## config.mk

```make
export PLATFORM = sky130hd
export DESIGN_NAME = beacon_clock_offset_tracker_core
export DESIGN_NICKNAME = d
export VERILOG_FILES = /design/src/design/bco_pkg.sv /design/src/design/bco_front.sv /design/src/design/bco_queue.sv /design/src/design/bco_back.sv /design/src/design/beacon_clock_offset_tracker_core.sv
export SDC_FILE = /design/constraint.sdc
export NUM_CORES = 2
export LEC_CHECK = 0
export ABC_AREA = 1
export ABC_CLOCK_PERIOD_IN_PS = 7700
export BUFFER_PORTS_ARGS = -buffer_cell sky130_fd_sc_hd__buf_2
export CELL_PAD_IN_SITES_DETAIL_PLACEMENT = 0
export CELL_PAD_IN_SITES_GLOBAL_PLACEMENT = 1
export CORE_ASPECT_RATIO = 2
export CORE_UTILIZATION = 40
export CTS_CLUSTER_DIAMETER = 200
export DETAILED_ROUTE_END_ITERATION = 10
export PLACE_DENSITY = 0.61
export SYNTH_ARGS = -nofsm -noshare
export SYNTH_HDL_FRONTEND = slang
export SYNTH_HIERARCHICAL = 1
export SYNTH_SLANG_ARGS = --single-unit
```

## constraint.sdc

```tcl
create_clock -name clk -period 7.7 [get_ports clk]
set_input_delay 0.77 -clock clk [delete_from_list [all_inputs] [get_ports clk]]
set_output_delay 0.77 -clock clk [all_outputs]
set_load 0.01 [all_outputs]
```

## src/design/bco_pkg.sv

```systemverilog
// ---------------------------------------------------------------------------
// bco_pkg
// shared types and constants of the beacon clock offset tracker
// ---------------------------------------------------------------------------
package bco_pkg;

	localparam int WindowDepthDefault = 50;
	localparam int QueueDepth         = 4;

	localparam int CfgIndexW = 2;
	localparam int CfgDataW  = 48;

	// register indexes of the write port
	localparam logic [CfgIndexW-1:0] CFG_FILTER_ENABLE = 2'd0;
	localparam logic [CfgIndexW-1:0] CFG_MATCH_BSSID   = 2'd1;

	// frame control codes
	localparam logic [1:0] TYPE_MGMT      = 2'd0;
	localparam logic [3:0] SUBTYPE_BEACON = 4'd8;

	typedef struct packed {
		logic [62:0] local_time_us;
		logic [62:0] remote_tsf_us;
		logic [47:0] frame_bssid;
		logic [1:0]  frame_type;
		logic [3:0]  frame_subtype;
		logic [15:0] interval_tu;
	} bco_in_t;

	typedef struct packed {
		logic signed [63:0] sync_time_us;
		logic [15:0]        interval_out;
	} bco_out_t;

	typedef struct packed {
		logic        filter_enable;
		logic [47:0] match_bssid;
	} bco_cfg_t;

	// one classified beacon waiting for the back end
	typedef struct packed {
		logic signed [63:0] diff;
		logic [62:0]        remote;
		logic [15:0]        interval;
	} bco_entry_t;

	typedef struct packed {
		logic full;
		logic empty;
	} bco_qstat_t;

	typedef enum logic [1:0] {
		BK_IDLE,
		BK_SCAN,
		BK_LAST,
		BK_SUM
	} bco_back_state_t;

endpackage

```

## src/design/bco_front.sv

```systemverilog
// ---------------------------------------------------------------------------
// bco_front
// accepts frames, drops non-beacons and filtered bssids, forms local - remote
// ---------------------------------------------------------------------------
module bco_front (
	input  bco_pkg::bco_in_t    frame,
	input  logic                frame_valid,
	output logic                frame_stall,
	input  bco_pkg::bco_cfg_t   cfg,
	input  bco_pkg::bco_qstat_t qstat,
	output logic                push,
	output bco_pkg::bco_entry_t entry
);
	import bco_pkg::*;

	logic keep;

	always_comb begin
		keep = (frame.frame_type == TYPE_MGMT) && (frame.frame_subtype == SUBTYPE_BEACON)
			&& !(cfg.filter_enable && (frame.frame_bssid != cfg.match_bssid));
	end

	assign frame_stall = qstat.full;
	assign push        = frame_valid && !qstat.full && keep;

	always_comb begin
		entry.diff     = signed'({1'b0, frame.local_time_us} - {1'b0, frame.remote_tsf_us});
		entry.remote   = frame.remote_tsf_us;
		entry.interval = frame.interval_tu;
	end

endmodule

```

## src/design/bco_queue.sv

```systemverilog
// ---------------------------------------------------------------------------
// bco_queue
// short fifo of classified beacons between front and back
// ---------------------------------------------------------------------------
module bco_queue (
	input  logic                clk,
	input  logic                arst_n,
	input  logic                push,
	input  bco_pkg::bco_entry_t push_entry,
	input  logic                pop,
	output bco_pkg::bco_entry_t pop_entry,
	output bco_pkg::bco_qstat_t qstat
);
	import bco_pkg::*;

	localparam int PtrW = (QueueDepth > 1) ? $clog2(QueueDepth) : 1;
	localparam int CntW = $clog2(QueueDepth + 1);

	bco_entry_t        slot_q [QueueDepth];
	logic [PtrW-1:0]   wptr_q;
	logic [PtrW-1:0]   rptr_q;
	logic [CntW-1:0]   count_q;

	assign qstat.full  = (count_q == CntW'(QueueDepth));
	assign qstat.empty = (count_q == '0);
	assign pop_entry   = slot_q[rptr_q];

	always_ff @(posedge clk) begin
		if (push) begin
			slot_q[wptr_q] <= push_entry;
		end
	end

	always_ff @(posedge clk or negedge arst_n) begin
		if (!arst_n) begin
			wptr_q  <= '0;
			rptr_q  <= '0;
			count_q <= '0;
		end else begin
			if (push) begin
				wptr_q <= (wptr_q == PtrW'(QueueDepth - 1)) ? '0 : wptr_q + 1'b1;
			end
			if (pop) begin
				rptr_q <= (rptr_q == PtrW'(QueueDepth - 1)) ? '0 : rptr_q + 1'b1;
			end
			case ({push, pop})
				2'b10:   count_q <= count_q + 1'b1;
				2'b01:   count_q <= count_q - 1'b1;
				default: count_q <= count_q;
			endcase
		end
	end

	assert property (@(posedge clk) disable iff (!arst_n) !(push && qstat.full))
		else $error("push into full queue");
	assert property (@(posedge clk) disable iff (!arst_n) !(pop && qstat.empty))
		else $error("pop from empty queue");
	assert property (@(posedge clk) disable iff (!arst_n) count_q <= CntW'(QueueDepth))
		else $error("queue count out of range");

endmodule

```

## src/design/bco_back.sv

```systemverilog
// ---------------------------------------------------------------------------
// bco_back
// window memory, sequential minimum scan and output register
// ---------------------------------------------------------------------------
module bco_back #(
	parameter int WINDOW_DEPTH = bco_pkg::WindowDepthDefault
) (
	input  logic                clk,
	input  logic                arst_n,
	input  bco_pkg::bco_qstat_t qstat,
	input  bco_pkg::bco_entry_t entry,
	output logic                pop,
	output logic                sync_valid,
	input  logic                sync_stall,
	output bco_pkg::bco_out_t   sync
);
	import bco_pkg::*;

	localparam int IdxW = (WINDOW_DEPTH > 1) ? $clog2(WINDOW_DEPTH) : 1;
	localparam int CntW = $clog2(WINDOW_DEPTH + 1);

	logic signed [63:0] win_mem [WINDOW_DEPTH];
	logic signed [63:0] rd_data_q;

	bco_back_state_t    state_q, state_d;
	logic [IdxW-1:0]    wptr_q;
	logic [CntW-1:0]    fill_q;
	logic [IdxW-1:0]    rd_idx_q;
	logic               rd_pend_q;
	logic signed [63:0] best_q;
	logic [62:0]        remote_q;
	logic [15:0]        interval_q;
	logic               out_valid_q;
	bco_out_t           out_q;

	logic wr_en, rd_en, load_out, scan_done;

	assign scan_done = (rd_idx_q == IdxW'(fill_q - CntW'(1)));

	always_comb begin
		state_d  = state_q;
		pop      = 1'b0;
		wr_en    = 1'b0;
		rd_en    = 1'b0;
		load_out = 1'b0;
		case (state_q)
			BK_IDLE: begin
				if (!qstat.empty) begin
					pop     = 1'b1;
					wr_en   = 1'b1;
					state_d = BK_SCAN;
				end
			end
			BK_SCAN: begin
				rd_en = 1'b1;
				if (scan_done) begin
					state_d = BK_LAST;
				end
			end
			BK_LAST: begin
				state_d = BK_SUM;
			end
			BK_SUM: begin
				if (!out_valid_q || !sync_stall) begin
					load_out = 1'b1;
					state_d  = BK_IDLE;
				end
			end
			default: state_d = BK_IDLE;
		endcase
	end

	// window storage, one write and one registered read per cycle
	always_ff @(posedge clk) begin
		if (wr_en) begin
			win_mem[wptr_q] <= entry.diff;
		end
		if (rd_en) begin
			rd_data_q <= win_mem[rd_idx_q];
		end
	end

	always_ff @(posedge clk) begin
		if (pop) begin
			best_q     <= entry.diff;
			remote_q   <= entry.remote;
			interval_q <= entry.interval;
		end else if (rd_pend_q && (rd_data_q < best_q)) begin
			best_q <= rd_data_q;
		end
		if (load_out) begin
			out_q.sync_time_us <= signed'({1'b0, remote_q} + best_q);
			out_q.interval_out <= interval_q;
		end
	end

	always_ff @(posedge clk or negedge arst_n) begin
		if (!arst_n) begin
			state_q     <= BK_IDLE;
			wptr_q      <= '0;
			fill_q      <= '0;
			rd_idx_q    <= '0;
			rd_pend_q   <= 1'b0;
			out_valid_q <= 1'b0;
		end else begin
			state_q   <= state_d;
			rd_pend_q <= rd_en;
			if (pop) begin
				wptr_q   <= (wptr_q == IdxW'(WINDOW_DEPTH - 1)) ? '0 : wptr_q + 1'b1;
				fill_q   <= (fill_q == CntW'(WINDOW_DEPTH)) ? fill_q : fill_q + 1'b1;
				rd_idx_q <= '0;
			end else if (rd_en && !scan_done) begin
				rd_idx_q <= rd_idx_q + 1'b1;
			end
			if (load_out) begin
				out_valid_q <= 1'b1;
			end else if (!sync_stall) begin
				out_valid_q <= 1'b0;
			end
		end
	end

	assign sync_valid = out_valid_q;
	assign sync       = out_q;

	assert property (@(posedge clk) disable iff (!arst_n) fill_q <= CntW'(WINDOW_DEPTH))
		else $error("window fill count beyond depth");
	assert property (@(posedge clk) disable iff (!arst_n)
		(state_q == BK_SCAN) |-> (fill_q != '0))
		else $error("scan with empty window");
	assert property (@(posedge clk) disable iff (!arst_n)
		((state_q == BK_SUM) && !(out_valid_q && sync_stall)) |=> out_valid_q)
		else $error("finished beacon did not reach output");

endmodule

```

## src/design/beacon_clock_offset_tracker_core.sv

```systemverilog
// ---------------------------------------------------------------------------
// beacon_clock_offset_tracker_core
// maps beacon timestamps to the local clock with a sliding window minimum
// ---------------------------------------------------------------------------
// each frame item carries local receive time, remote timestamp, bssid, frame
// type/subtype and beacon interval; non-beacons and (with filtering on) frames
// from another bssid are dropped with no result. a kept beacon forms
// diff = local - remote, enters a window of the last WINDOW_DEPTH diffs (the
// first beacon stands for the whole window), and the result is
// remote + min(window) with the interval passed through. the front classifies
// in the accept cycle and pushes kept beacons into a four-item queue; the back
// end writes the diff into the window memory and scans the valid entries with
// one comparator, one read per cycle. a beacon passes through pop and window
// write, the reads of the filled entries, a last compare and the output load,
// which waits while a held output is stalled, and the result is registered.
// the back end takes no new beacon before it is done with the last one. no
// clearing pass is needed: a fill count limits the scan to entries already
// written.
// ---------------------------------------------------------------------------
module beacon_clock_offset_tracker_core #(
	parameter int WINDOW_DEPTH = bco_pkg::WindowDepthDefault
) (
	input  logic                           clk,
	input  logic                           arst_n,
	// configuration writes
	input  logic                           wr_en,
	input  logic [bco_pkg::CfgIndexW-1:0]  wr_index,
	input  logic [bco_pkg::CfgDataW-1:0]   wr_data,
	// frame items
	input  logic                           frame_valid,
	output logic                           frame_stall,
	input  bco_pkg::bco_in_t               frame,
	// sync time items
	output logic                           sync_valid,
	input  logic                           sync_stall,
	output bco_pkg::bco_out_t              sync
);
	import bco_pkg::*;

	bco_cfg_t   cfg_q;
	bco_qstat_t qstat;
	bco_entry_t push_entry, pop_entry;
	logic       push, pop;

	// configuration registers, unknown indexes ignored
	always_ff @(posedge clk or negedge arst_n) begin
		if (!arst_n) begin
			cfg_q <= '0;
		end else if (wr_en) begin
			case (wr_index)
				CFG_FILTER_ENABLE: cfg_q.filter_enable <= wr_data[0];
				CFG_MATCH_BSSID:   cfg_q.match_bssid   <= wr_data;
				default:           cfg_q <= cfg_q;
			endcase
		end
	end

	// classify and form the diff
	bco_front u_front (
		.frame       (frame),
		.frame_valid (frame_valid),
		.frame_stall (frame_stall),
		.cfg         (cfg_q),
		.qstat       (qstat),
		.push        (push),
		.entry       (push_entry)
	);

	// decouples classification from the window scan
	bco_queue u_queue (
		.clk        (clk),
		.arst_n     (arst_n),
		.push       (push),
		.push_entry (push_entry),
		.pop        (pop),
		.pop_entry  (pop_entry),
		.qstat      (qstat)
	);

	// window update, minimum scan and output register
	bco_back #(
		.WINDOW_DEPTH (WINDOW_DEPTH)
	) u_back (
		.clk        (clk),
		.arst_n     (arst_n),
		.qstat      (qstat),
		.entry      (pop_entry),
		.pop        (pop),
		.sync_valid (sync_valid),
		.sync_stall (sync_stall),
		.sync       (sync)
	);

endmodule

```

==> results.cfg <==
[synth]
syn-mean-instance-area_um2 = 12.2
ys_seq_elements = 4137
yosysWarnings = 6
yosys.area.top_type = edfxtp_1
seq_area_frac_synth_pct = 71.4
synth_edf_count = 4059
synth_flop_cell = edfxtp_1
syn_area_um2 = 173000
synth.distinct_cells = 47
synth.area.top_cells = edfxtp_1 70%, o21ai_0 4.5%, nand2_1 4.3%, nor2_1 4.0%, inv_1 2.2%
synth_top_area_share_pct = 70.3
synth.net_count = 14700
synthArstFlopShare_pct = 1.89
synthCells = 14200

[clock_tree]
cts_setup_buffers = 0
htreeDepth = 5
cts.sinks = 4137
cts.path.max_buffers = 4
cts_tree = done
clk_latency_ns = 0.97
clkSlewWorstSetupHoldPaths_ns = 0.07
post_cts_resize_count = 0
clockRootBuffer = clkbuf_16
numCtsBuffers = 380

[power]
clkPwrFrac_pct = 24.5
power_frac_comb_pct = 34.5
p_int_uw = 46400
p_switching_uw = 29900
p_sw_share_pct = 39.2
p_leak_uw = 0.0678
p_per_area_nw_per_um2 = 394
seq_power_share_pct = 40.9
total_power_uw = 76300
ir_drop_mv = 0.358

[min_path]
hold_path.class = in2reg

[die]
pin_count = 333
fp.dieH_um = 933
die_w_um = 468
row_count = 341
core-area_um2 = 431000
design.die.area_um2 = 436000
start_util_pct = 40.2

[global_routing]
grt_pass1_vias = 113000
grtUsageTotal_pct = 27.5
grt_overflow = 0
grt_pass1_wl_um = 848000
grt_max_degree = 194
antenna_found_initial = 33

[detailed_routing]
drtPass1Iterations = 6
vias = 115000
remaining_drc_errors = 0
vias_per_cell = 5.66
drt-total-wl_um = 613000
drt_iter0_markers = 9833
drt-wirelength-per-cell_um = 30.1
ant_nets = 0

[placed_design]
dp_worst_setup_slack_ns = 2.83
dp_hpwl_um = 371000
io_buffers = 332
place_congestion = 1.00
dp.cells = 19600

[critical_path]
cp.required_ns = 8.25
path_max_fanout = 50
start_kind = flip-flop
crit_type = reg2reg
worstPathArrival_ns = 5.41
worstSetupEndpointType = flip-flop

[timing]
worst-slew-pin-transition_ns = 1.37
drv_slew = 0
tns_ns = 0
grt_setup_unrepaired = false
period_needed_ns = 4.86
relSlewSlack_pct = 7.56
setup_viol = 0
final.setup.worst_slack_ns = 2.84
fin_crit_sh_pct = 63.1
skew_ns = 0.0658
hold_violations = 0
max_freq_mhz = 206

[layout]
areaGrowthSynthToFinish_pct = 11.6
fin_util_pct = 44.9
drive_above_1_share_pct = 9.04
fillerInstances = 39800
final_cells = 20400
fin_nets = 14900

[run_status]
status = finished clean

[flow_run]
cap_violations = 0
## per-stage QoR
step,instance area [um2],hold WS [ns]
3_5_place_dp,181000,0.408
5_1_grt,194000,0.0470
2_1_floorplan,173000,0.400
3_3_place_gp,181000,0.406
6_report,194000,0.0711
4_1_cts,194000,0.000343
## flip-flops by register name (all words and copies together) (netlist names)
| signal | count |
|---|---|
| u_queue/wptr_q | 2 |
| u_back/sync_valid | 1 |
| u_queue/rptr_q | 2 |
| u_back/sync | 80 |
| u_back/rd_idx_q | 6 |
| u_back/interval_q | 16 |
| u_back/wptr_q | 6 |
| u_queue/count_q | 3 |
| u_back/rd_pend_q | 1 |
| u_back/fill_q | 6 |
| u_back/state_q | 2 |
| u_back/rd_data_q | 64 |
| u_back/win_mem | 3200 |
| u_back/best_q | 64 |
| cfg_q | 49 |
| u_back/remote_q | 63 |
| u_queue/slot_q | 572 |
## critical path: stages (launching register included)
cell	delay (ns)
dfrtp_1	0.44
inv_1	0.13
ha_1	0.18
inv_1	0.07
nor2_4	0.07
buf_4	0.58
inv_4	0.27
nor2_1	0.28
nand3_1	0.50
nor2_4	1.14
buf_4	0.62
## synthesized netlist by cell type (78+ instances only)
master    number
a21oi_1      363
buf_2        235
buf_4        122
clkbuf_1     478
dfrtp_1       78
edfxtp_1    4059
ha_1         206
inv_1       1015
nand2_1     1970
nand3_1      500
nand4_1      144
nor2_1      1861
o211ai_1     369
o21ai_0     1574
o21ai_1      104
o221ai_1     305
o22ai_1      464
xor2_1        89
## per-layer routing
metal	up-vias	GRT usage (%)	wire [um]	part of all wire (%)
li1	51600	-	-	-
met1	58600	30.1	216000	35
met2	3932	50.7	326000	53
met3	1249	2.89	29700	4.8
met4	2	16.5	42100	6.9
met5	-	0	13	0.0021
## logic make-up (layout without fill, tap and decap cells)
logic type      count (synthesis)  count (layout)  synth area share, %
other cells                     0              15                    0
fa+ha+maj                     209             209                 1.52
xor+xnor                      130             130                0.657
simple gates                 4591            4591                 10.7
compound gates               3234            3234                 10.9
buf+inv                      1928            2420                 4.79
flops                        4137            4137                 71.4
## power by group through the flow
| stage | logic [uW] | registers (uW) | clock network, uW |
|---|---|---|---|
| finish | 26300 | 31200 | 18700 |
| global placement | 26200 | 31700 | 0 |
| global route | 28400 | 31300 | 19800 |
| floorplan | 15100 | 31400 | 0 |
| detailed placement | 26200 | 31700 | 0 |
| CTS | 26300 | 31200 | 19000 |
## path summary, 6_finish.rpt
kind	start	endpoint	slack, ns	cells after the start
hold / removal	wr_data[0]	cfg_q[0]	0.07	3
setup / recovery	u_back/state_q[0]	u_back/win_mem[30][49]	2.84	10
max in group asynchronous	arst_n	u_queue/rptr_q[1]	5.76	4
setup reg to reg	u_back/state_q[0]	u_back/win_mem[30][49]	2.84	10
hold reg to reg	u_back/interval_q[15]	u_back/sync[15]	0.42	0
min in group asynchronous	arst_n	cfg_q[46]	0.30	2
## cells in the final DEF (no fill, tap or decap), types with 16 or more instances in the layout
cell type	n
buf_2	331
o211ai_1	369
nand2_1	1965
inv_1	1007
a21oi_1	362
o221ai_1	305
dfrtp_1	72
xor2_1	89
buf_4	256
clkbuf_1	64
clkinv_2	76
nand3_1	500
clkbuf_16	386
bufinv_16	25
xnor2_1	41
buf_12	42
nand2_2	19
o21bai_1	16
clkinvlp_4	20
o21ai_1	105
nor2_1	1811
dlygate4sd3_1	57
o21ai_0	1573
edfxtp_1	4059
nor2_4	52
inv_6	16
ha_1	205
clkinv_1	88
nor3_1	43
o22ai_1	464
nor2_2	21
nand4_1	144
## area by class of cell
cell class                 count  area, um2  share of cell area (%)
clock buffer                 450       9900                    5.11
timing repair buffer         686       4990                    2.58
antenna                       15       37.5                  0.0194
clock inverter               245       2040                    1.06
multi-input combinational   8164      41700                    21.5
tap                         5659       7080                    3.66
inverter                    1039       4000                    2.07
sequential                  4137     124000                    64.0
## timing repair
action / in CTS / in global routing
endpoints found under the setup margin: 0 / 0
hold endpoints to repair: 170 / 0
hold buffers: 57 / 0
No activity file was read; power rests on OpenSTA's default activity.
